[src/hdl/bsfe_pkg.sv]
`default_nettype none

package bsfe_pkg;

  // Line-level byte codes
  localparam logic [7:0] SYNC_BYTE    = 8'hA5;
  localparam logic [7:0] SYNC_ESC     = 8'hA6;
  localparam logic [7:0] TRAIL_BYTE   = 8'h5A;
  localparam logic [7:0] TRAIL_ESC    = 8'h5B;
  localparam logic [7:0] CODE_LITERAL = 8'h02;
  localparam logic [7:0] CODE_PREFIX  = 8'h01;

  // Reflected CRC-16/ARC polynomial
  localparam logic [15:0] CRC_POLY_REF = 16'hA001;

  // Command queue between the front and the back
  localparam int QUEUE_DEPTH = 4;
  localparam int QPTR_W      = $clog2(QUEUE_DEPTH);

  // One classified input byte as handed to the back
  typedef struct packed {
    logic [7:0]  data;
    logic        preamble;
    logic        last;
    logic [15:0] crc;
  } cmd_t;

  // Stuffing decision for one raw byte
  typedef struct packed {
    logic       special;
    logic [7:0] first;
    logic [7:0] code;
  } stuff_t;

  // Back sequencer phases
  typedef enum logic [3:0] {
    ST_DATA   = 4'b0001,
    ST_CRC_LO = 4'b0010,
    ST_CRC_HI = 4'b0100,
    ST_TRAIL  = 4'b1000
  } phase_t;

  // One byte of the CRC, one bit a step
  function automatic logic [15:0] crc_update(input logic [15:0] crc, input logic [7:0] b);
    logic [15:0] c;
    c = crc ^ {8'h00, b};
    for (int k = 0; k < 8; k++) begin
      if (c[0]) begin
        c = (c >> 1) ^ CRC_POLY_REF;
      end else begin
        c = c >> 1;
      end
    end
    return c;
  endfunction

  // Escape rule for the sync and trailer bytes and their escape bytes
  function automatic stuff_t stuff_byte(input logic [7:0] b);
    stuff_t s;
    s.special = 1'b1;
    s.first   = b;
    s.code    = CODE_LITERAL;
    unique case (b)
      SYNC_BYTE: begin
        s.first = SYNC_ESC;
        s.code  = CODE_LITERAL;
      end
      SYNC_ESC: begin
        s.first = SYNC_ESC;
        s.code  = CODE_PREFIX;
      end
      TRAIL_BYTE: begin
        s.first = TRAIL_ESC;
        s.code  = CODE_LITERAL;
      end
      TRAIL_ESC: begin
        s.first = TRAIL_ESC;
        s.code  = CODE_PREFIX;
      end
      default: begin
        s.special = 1'b0;
      end
    endcase
    return s;
  endfunction

endpackage

`default_nettype wire

[src/hdl/bsfe_front.sv]
`default_nettype none

module bsfe_front
  import bsfe_pkg::*;
(
  input  wire logic       clk,
  input  wire logic       rst,
  input  wire logic       in_fire,
  input  wire logic [7:0] in_data,
  input  wire logic       in_last,
  output cmd_t            cmd
);

  logic        frame_open;
  logic [15:0] running_crc;
  logic [15:0] crc_new;

  // A closed frame restarts the CRC from zero
  assign crc_new = crc_update(frame_open ? running_crc : 16'h0000, in_data);

  // Classified command for the queue
  always_comb begin
    cmd.data     = in_data;
    cmd.preamble = ~frame_open;
    cmd.last     = in_last;
    cmd.crc      = crc_new;
  end

  // Frame state advances on every accepted beat
  always_ff @(posedge clk) begin
    if (rst) begin
      frame_open  <= 1'b0;
      running_crc <= 16'h0000;
    end else if (in_fire) begin
      frame_open  <= ~in_last;
      running_crc <= in_last ? 16'h0000 : crc_new;
    end
  end

endmodule

`default_nettype wire

[src/hdl/bsfe_queue.sv]
`default_nettype none

module bsfe_queue
  import bsfe_pkg::*;
(
  input  wire logic clk,
  input  wire logic rst,
  input  wire logic push,
  input  wire cmd_t push_cmd,
  output logic      full,
  input  wire logic pop,
  output logic      head_valid,
  output cmd_t      head_cmd
);

  cmd_t              entries [QUEUE_DEPTH];
  logic [QPTR_W-1:0] wr_ptr;
  logic [QPTR_W-1:0] rd_ptr;
  logic [QPTR_W:0]   count;

  assign full       = (count == (QPTR_W+1)'(QUEUE_DEPTH));
  assign head_valid = (count != '0);
  assign head_cmd   = entries[rd_ptr];

  // Entry storage
  always_ff @(posedge clk) begin
    if (push) begin
      entries[wr_ptr] <= push_cmd;
    end
  end

  // Pointers and fill count
  always_ff @(posedge clk) begin
    if (rst) begin
      wr_ptr <= '0;
      rd_ptr <= '0;
      count  <= '0;
    end else begin
      if (push) begin
        wr_ptr <= wr_ptr + 1'b1;
      end
      if (pop) begin
        rd_ptr <= rd_ptr + 1'b1;
      end
      case ({push, pop})
        2'b10:   count <= count + 1'b1;
        2'b01:   count <= count - 1'b1;
        default: count <= count;
      endcase
    end
  end

endmodule

`default_nettype wire

[src/hdl/bsfe_back.sv]
`default_nettype none

module bsfe_back
  import bsfe_pkg::*;
#(
  parameter int PREAMBLE_LEN = 8
) (
  input  wire logic       clk,
  input  wire logic       rst,
  input  wire logic       head_valid,
  input  wire cmd_t       head_cmd,
  output logic            pop,
  output logic            out_valid,
  input  wire logic       out_ready,
  output logic [7:0]      out_byte,
  output logic            frame_end,
  output logic            run_last
);

  localparam int CNT_W = $clog2(PREAMBLE_LEN + 1);

  phase_t     phase, phase_next;
  logic       esc, esc_next;
  logic       pre_done, pre_done_next;
  logic [CNT_W-1:0] pre_cnt, pre_cnt_next;

  logic       load;
  logic       go;
  logic       step_pop;
  logic       done;
  logic [7:0] cur_byte;
  stuff_t     st;
  logic [7:0] ob;
  logic       fe;
  logic       rl;

  // The output register takes a new byte when empty or being drained
  assign load = ~out_valid | out_ready;
  assign go   = head_valid & load;
  assign pop  = go & step_pop;

  // Raw byte that the current phase stuffs
  always_comb begin
    unique case (phase)
      ST_DATA:   cur_byte = head_cmd.data;
      ST_CRC_LO: cur_byte = head_cmd.crc[7:0];
      ST_CRC_HI: cur_byte = head_cmd.crc[15:8];
      ST_TRAIL:  cur_byte = TRAIL_BYTE;
      default:   cur_byte = head_cmd.data;
    endcase
  end

  assign st = stuff_byte(cur_byte);

  // Sequencer: one line byte per step
  always_comb begin
    phase_next    = phase;
    esc_next      = esc;
    pre_done_next = pre_done;
    pre_cnt_next  = pre_cnt;
    step_pop      = 1'b0;
    done          = 1'b0;
    ob            = cur_byte;
    fe            = 1'b0;
    rl            = 1'b0;
    if (phase == ST_DATA && head_cmd.preamble && !pre_done) begin
      ob = SYNC_BYTE;
      if (pre_cnt == CNT_W'(PREAMBLE_LEN - 1)) begin
        pre_done_next = 1'b1;
        pre_cnt_next  = '0;
      end else begin
        pre_cnt_next = pre_cnt + 1'b1;
      end
    end else if (phase == ST_TRAIL) begin
      ob            = TRAIL_BYTE;
      fe            = 1'b1;
      rl            = 1'b1;
      step_pop      = 1'b1;
      phase_next    = ST_DATA;
      pre_done_next = 1'b0;
    end else begin
      if (!esc) begin
        ob = st.special ? st.first : cur_byte;
        if (st.special) begin
          esc_next = 1'b1;
        end else begin
          done = 1'b1;
        end
      end else begin
        ob       = st.code;
        esc_next = 1'b0;
        done     = 1'b1;
      end
      if (done) begin
        unique case (phase)
          ST_DATA: begin
            if (head_cmd.last) begin
              phase_next = ST_CRC_LO;
            end else begin
              rl            = 1'b1;
              step_pop      = 1'b1;
              pre_done_next = 1'b0;
            end
          end
          ST_CRC_LO: phase_next = ST_CRC_HI;
          ST_CRC_HI: phase_next = ST_TRAIL;
          default:   phase_next = ST_DATA;
        endcase
      end
    end
  end

  // Sequencer state
  always_ff @(posedge clk) begin
    if (rst) begin
      phase    <= ST_DATA;
      esc      <= 1'b0;
      pre_done <= 1'b0;
      pre_cnt  <= '0;
    end else if (go) begin
      phase    <= phase_next;
      esc      <= esc_next;
      pre_done <= pre_done_next;
      pre_cnt  <= pre_cnt_next;
    end
  end

  // Output register valid
  always_ff @(posedge clk) begin
    if (rst) begin
      out_valid <= 1'b0;
    end else if (load) begin
      out_valid <= go;
    end
  end

  // Output register payload
  always_ff @(posedge clk) begin
    if (go) begin
      out_byte  <= ob;
      frame_end <= fe;
      run_last  <= rl;
    end
  end

endmodule

`default_nettype wire

[src/hdl/byte_stuffing_frame_encoder.sv]
// Byte-stuffing frame encoder with CRC-16/ARC.
// Input stream (s_*): one raw frame byte per beat in s_tdata, s_tlast on the
// final byte of a frame. Output stream (m_*): one line byte per beat, m_tlast
// on the 0x5A trailer, m_tuser on the last line byte caused by an input beat.
// The first byte of a frame is preceded by PREAMBLE_LEN bytes of 0xA5; each
// byte, and the CRC low then high byte after the last one, is escaped if it
// is a sync, trailer or escape code, and the trailer closes the frame.
// The front computes the CRC and classifies each beat in the accept cycle and
// writes a four-entry command queue; the back sequencer reads the queue and
// produces exactly one line byte per cycle into the output register while
// the queue holds a command and the output register is empty or drained.
// With the queue empty, the first line byte of a beat passes the queue
// entry and then the output register before it is presented on m_*. An
// input beat gives one line byte, or two when escaped, plus PREAMBLE_LEN
// sync bytes at frame start and up to five for CRC and trailer at frame end.
// s_tready stays high while the queue has room.
// Reset empties the queue and the output register and closes any open frame.
// When the receiver stalls, the output register holds its beat, the back
// stops, and the queue absorbs up to four more input beats before s_tready
// falls.
`default_nettype none

module byte_stuffing_frame_encoder
  import bsfe_pkg::*;
#(
  parameter int PREAMBLE_LEN = 8
) (
  input  wire logic       clk,
  input  wire logic       rst,
  input  wire logic       s_tvalid,
  output logic            s_tready,
  input  wire logic [7:0] s_tdata,   // [7:0] data_byte
  input  wire logic       s_tlast,   // last_byte
  output logic            m_tvalid,
  input  wire logic       m_tready,
  output logic [7:0]      m_tdata,   // [7:0] out_byte
  output logic            m_tlast,   // frame_end
  output logic            m_tuser    // [0] run_last
);

  logic in_fire;
  cmd_t front_cmd;
  logic q_full;
  logic q_pop;
  logic q_valid;
  cmd_t q_head;

  assign s_tready = ~q_full;
  assign in_fire  = s_tvalid & s_tready;

  // Front: CRC and classification
  bsfe_front u_front (
    .clk     (clk),
    .rst     (rst),
    .in_fire (in_fire),
    .in_data (s_tdata),
    .in_last (s_tlast),
    .cmd     (front_cmd)
  );

  // Command queue
  bsfe_queue u_queue (
    .clk        (clk),
    .rst        (rst),
    .push       (in_fire),
    .push_cmd   (front_cmd),
    .full       (q_full),
    .pop        (q_pop),
    .head_valid (q_valid),
    .head_cmd   (q_head)
  );

  // Back: line byte sequencer and output register
  bsfe_back #(
    .PREAMBLE_LEN (PREAMBLE_LEN)
  ) u_back (
    .clk        (clk),
    .rst        (rst),
    .head_valid (q_valid),
    .head_cmd   (q_head),
    .pop        (q_pop),
    .out_valid  (m_tvalid),
    .out_ready  (m_tready),
    .out_byte   (m_tdata),
    .frame_end  (m_tlast),
    .run_last   (m_tuser)
  );

endmodule

`default_nettype wire

[config.mk]
export PLATFORM = sky130hd
export DESIGN_NAME = byte_stuffing_frame_encoder
export DESIGN_NICKNAME = d
export VERILOG_FILES = /design/src/hdl/bsfe_pkg.sv /design/src/hdl/bsfe_front.sv /design/src/hdl/bsfe_queue.sv /design/src/hdl/bsfe_back.sv /design/src/hdl/byte_stuffing_frame_encoder.sv
export SDC_FILE = /design/constraint.sdc
export NUM_CORES = 1
export LEC_CHECK = 0
export ABC_AREA = 1
export BUFFER_PORTS_ARGS = -buffer_cell sky130_fd_sc_hd__buf_4
export CORE_ASPECT_RATIO = 1.4
export CORE_MARGIN = 3
export CORE_UTILIZATION = 55
export CTS_BUF_LIST = sky130_fd_sc_hd__clkbuf_4 sky130_fd_sc_hd__clkbuf_8 sky130_fd_sc_hd__clkbuf_16
export DETAILED_ROUTE_END_ITERATION = 7
export GPL_ROUTABILITY_DRIVEN = 1
export GPL_TIMING_DRIVEN = 0
export PLACE_DENSITY_LB_ADDON = 0.2
export SETUP_SLACK_MARGIN = 0.02
export SLEW_MARGIN = 10
export SYNTH_ARGS = -nofsm -noshare
export SYNTH_HDL_FRONTEND = slang
export SYNTH_SLANG_ARGS = --single-unit
[constraint.sdc]
create_clock -name clk -period 3 [get_ports clk]
set_clock_uncertainty 0.2 [all_clocks]
set_input_delay 0.15 -clock clk [delete_from_list [all_inputs] [get_ports clk]]
set_output_delay 0.15 -clock clk [all_outputs]
set_load 0.005 [all_outputs]
Word level (Yosys, flattened, before mapping)
Memory sizes are Yosys's and may differ from the RTL's. A register that Yosys moved wholly into a read port is not among the register bits.
Cells that the tools add are included.
{ "word_totals": {"register_bits": 45, "ram_bits": 104, "input_bits": 13, "n_memories": 1} }
{ "classes": {"n_addsub": 5, "n_eq_ne": 15, "n_mux": 44, "n_bitwise": 19, "n_reduce_logical": 13} }
{ "memory_table": {"columns": ["name", "words", "width", "rd", "rd_ports_with_merged_regs", "wr", "line_no", "source"], "rows": [
  ["u_queue.entries", 4, 26, 1, 1, 1, "bsfe_queue.sv:16", "cmd_t entries [QUEUE_DEPTH];"]
]} }
{ "op_table": {"columns": ["op", "n"], "rows": [
  ["16-bit 2-to-1 mux", 10],
  ["16-bit one-hot mux with 4 select lines", 1],
  ["8-bit 2-to-1 mux", 3],
  ["2-bit NOT with 3-bit output", 8],
  ["8-bit one-hot mux with 3 select lines", 1],
  ["1-bit 2-to-1 mux", 21],
  ["8-bit by 7-bit equality test with 1-bit output, second input constant", 2],
  ["8-bit equality test, second input constant", 2],
  ["4-bit 2-to-1 mux", 4],
  ["16-bit by 8-bit bitwise XOR with 16-bit output", 1],
  ["4-bit one-hot mux with 3 select lines", 1],
  ["3-bit nonzero test", 3],
  ["4-bit by 3-bit equality test with 1-bit output, second input constant", 2],
  ["1-bit NOT", 6],
  ["3-bit one-hot mux with 2 select lines", 1],
  ["5-bit AND reduction", 1],
  ["2-bit by 1-bit adder with 2-bit output, second input constant", 2],
  ["4-bit by 1-bit adder with 4-bit output, second input constant", 1],
  ["4-bit by 1-bit equality test with 1-bit output, second input constant", 1],
  ["4-bit by 2-bit equality test with 1-bit output, second input constant", 1],
  ["4-bit equality test, second input constant", 1],
  ["2-bit 2-to-1 mux", 2],
  ["4-bit AND reduction", 1],
  ["2-bit nonzero test", 2],
  ["other kinds (15)", 18]
]} }

Depth between registers and ports, before layout
{ "depth": {"ltp_word": 19, "mapped_depth": 24, "ltp_nobuf": 22} }

Cells and area by module
A second synthesis with hierarchy kept.
{ "unflattened": {"hier_cells": 704, "area_unflattened_um2": 6989.2} }
{ "modules_own_cells": {"columns": ["mod", "instances", "cells_per_inst", "area_each_um2", "seq_area_each_um2"], "rows": [
  ["bsfe_queue", 1, 310, 4294.1, 3303.2],
  ["bsfe_back", 1, 199, 1470.2, 520.5],
  ["bsfe_front", 1, 192, 1211.2, 340.3],
  ["byte_stuffing_frame_encoder", 1, 3, 13.8, 0.0]
]} }

Worst setup path before layout
No wires, ideal clock.
{ "synth_timing": {"path_kind": "register to register", "from": "register (tool-made name)", "to": "register u_queue.count[2]", "setup_time_ps": 122, "arrival_ps": 2591, "slack_ps": 87, "stages_incl_launch_ff": 24, "n_path_buf": 2, "synth_period_minus_slack_ps": 2913, "path_cell_list": "dfxtp_1 > buf_6 > buf_6 > nor2_1 > nor2_1 > o21ai_1 > nand2_1 > nand2_1 > nand3_1 > nor2_2 > nand2_1 > nor2_2 > nor2_2 > nand2_4 > nand3_4 > nand3_2 > inv_2 > ha_1 > inv_1 > fa_1 > a21oi_1 > o21ai_0 > o21ai_0 > a21oi_1"} }
{ "synth_lines": {"columns": ["item", "line_no", "source"], "rows": [
  ["to (signal assigned)", "bsfe_queue.sv:46", "2'b10: count <= count + 1'b1;"],
  ["to (signal assigned)", "bsfe_queue.sv:47", "2'b01: count <= count - 1'b1;"],
  ["to (signal assigned)", "bsfe_queue.sv:48", "default: count <= count;"],
  ["to (decl)", "bsfe_queue.sv:19", "logic [QPTR_W:0] count;"]
]} }

==> qor.txt <==
Setup violations, final = 2
cts bufs inserted = 17
Seq/Total Area, Yosys = 59.01%
routed via count = 5,486
Row Count = 48
Primary FF master, synth = edfxtp_1
crit path DAT = 3.32 ns
# DRC = 0
initial antenna violation count = 0
DP Wirelength = 11,540 µm
Final min period = 3.214 ns
Placed Cells = 904
Setup crit end kind = flop
slew margin rel. = 40.13%
Clk Latency, worst-skew pair = 0.42 ns
WL final = 17,650 µm
PnR worst setup slack = -0.2145 ns
Top cell by count, worst path = nand2_1
Core Area = 12,430 µm²
num ports = 25
CP required = 3.11 ns
clock buffer depth = 2
unrepaired setup endpoints after global routing = true
Final Cycle Share = 107.1%
Die X = 101.7 µm
Port Buffers = 23
YS warnings = 0
post-synth top area cell = edfxtp_1
kind of cell adding the most delay to the critical path = simple AND/OR/NAND/NOR gates
synthesized area = 7057 µm²
largest net degree at the start of global routing = 26
Die ar. = 14,240 µm²
EDFF count, synth = 114
CTS root buf = clkbuf_16
asr flop ratio synth = 0%
synth top area cells = edfxtp_1 49%, nand2_1 11%, dfxtp_1 10%
# fillers = 896
maximum clock frequency = 311.1 MHz
Worst-path clk slew = 0.06 ns
Final Hold Viols = 0
synth-to-layout area growth = 22.75%
CP max-delay cell = dfxtp_4
Place WS = -0.4108 ns
Initial Utilization = 56.76%
crit start category = flop
Largest stage delay, worst path = 0.38 ns
DR iter-0 viols = 466
run status = complete, but fails checks
global-route wire length before repair = 27,430 µm
setup TNS = -0.4146 ns
Final GP Congestion = 0.8999
Slew Limit Fails = 0
fin nets = 822
DRT Pass-1 Iters = 5
CTS Sinks = 151
gr ovfl total = 0
diode count = 0
crit-path cells = buf_12, buf_8, nand2_1, nand3_1, nand2_2, nand2_1, nand3_2, nand2_2, nor2_1, nand2_1, nor2_2, nor2_2, nand2_4, nand3_4, nand3_4, inv_4, ha_4, inv_4, fa_2, a21oi_1, o21ai_1, o21ai_1, a21oi_1
vias in the first global route = 5,456
failing checks = setup timing
Post-Syn Nets = 747
Worst Path Class, Setup = flop to flop
CP Buf/Inv Count = 4
Reg area = 4173 µm²
Netlist cell types = 42
P_leak = 3.460 nW
Final Util = 69.68%
Non-Filler Instances = 965
fraction of final layout cells sized beyond drive strength 1 = 23.31%
Mean Syn Cell Area = 9.707 µm²
maximum vdd drop = 0.0004286 V
Avg WL per Cell = 18.29 µm
Placement Cell Area = 7533 µm²
Die Ht = 140.0 µm
power after layout = 7.372 mW
total track usage = 25.61%
Syn Inst Count = 727
CTS tree = yes
Layout Cell Area excl Fill = 8662 µm²
Critical Path Fanout Max = 8
area used by multi-input combinational logic = 2623 µm²
post-synth top area share = 48.51%
HP Class = input port to flop
Slew @ Worst Pin = 0.8980 ns
H-Tree Depth = 4
DR vias/cell = 5.685
Final ANT Viol Nets = 0
FF+latch count, synth = 151
max cap viols = 0
PwrDens = 851.0 nW/µm²
hold_ws = 0.1008 ns
==> layout by cell type (no fill, tap or decap), types with 18 or more instances in the layout <==
cell type / n
a21oi_1: 42
buf_4: 38
clkbuf_16: 18
dfxtp_1: 32
edfxtp_1: 114
inv_1: 62
nand2_1: 187
nand2_2: 23
nand3_1: 56
nor2_1: 46
==> cell type report <==
type	count	share of cell area, %
clock buffer	21	5.258
buffer	25	2.903
inverter	73	3.308
sequential	151	48.17
timing repair buffer	56	6.457
clock inverter	11	1.459
multi-input combinational	478	30.28
tap	150	2.167
==> cells in the mapped netlist, types with 3 or more instances <==
library cell and n:
a21oi_1 43, buf_2 7, buf_4 3, buf_6 7, clkbuf_1 8, dfxtp_1 37, edfxtp_1 114, ha_1 6
inv_1 64, inv_2 8, nand2_1 199, nand2_2 13, nand2_4 7, nand3_1 65, nand3_2 6, nand3_4 4
nor2_1 57, nor2_2 4, nor2_8 3, nor3_1 6, o21ai_0 19, o21ai_1 13, xor2_1 11
==> state kept, by name (all words and copies together) (netlist names), named ones only <==
name / flops
u_back.esc: 1
u_back.frame_end: 1
u_back.out_byte: 8
u_back.out_valid: 1
u_back.phase: 4
u_back.pre_cnt: 4
u_back.pre_done: 1
u_back.run_last: 1
u_front.frame_open: 1
u_front.running_crc: 16
u_queue.count: 3
u_queue.entries: 104
u_queue.rd_ptr: 2
u_queue.wr_ptr: 2
==> repair_timing <==
item                                    in CTS  in global routing
endpoints found under the hold margin       46                  0
endpoints found under the setup margin       3                  3
setup buffers                               11                  4
hold buffers                                11                  0
pin swaps                                   14                  8
gates cloned                                 2                  1
resized for setup                           53                 26
==> layer usage <==
| metal | global-route usage [%] | wire (µm) |
|---|---|---|
| met3 | 4.733 | 855 |
| met4 | 15.27 | 954 |
| met1 | 28.83 | 6538 |
| met5 | 0 | 0 |
| met2 | 44.24 | 9306 |
==> report_power, final <==
part / switching (mW) / leakage [nW] / total [mW] / internal [mW]
Clock: 0.828 / 0.277 / 2.09 / 1.26
Combinational: 1.54 / 1.83 / 2.54 / 0.995
Sequential: 0.120 / 1.36 / 2.75 / 2.63
==> worst min-delay path, stage by stage <==
cell	delay, ns
buf_4	0.07
nand2_1	0.25
nand2_1	0.13
a21oi_1	0.07
==> path summary, 6_finish.rpt <==
kind,cells past startpoint,endpoint,startpoint,slack (ns)
hold / removal,4,u_front.frame_open$_SDFFE_PP0P_,s_tvalid,0.10
hold reg to reg,2,u_front.running_crc[10]$_SDFFE_PP0P_,u_front.running_crc[10]$_SDFFE_PP0P_,0.27
setup reg to reg,23,u_queue.count[2]$_SDFFE_PP0P_,flop,-0.21
setup / recovery,23,u_queue.count[2]$_SDFFE_PP0P_,flop,-0.21
==> cells by family (layout without fill, tap and decap cells) <==
kind of cell	count (synthesis)	in the layout	share of synthesized area (%)
flip-flops	151	151	59.01
AND/OR/NAND/NOR	373	373	25.02
XOR/XNOR	15	15	2.074
adder cells (fa/ha/maj)	7	7	1.348
buffers and inverters	98	186	6.277
AO/OA/AOI/OAI	83	83	6.277
(Power assumes the default switching activity.)
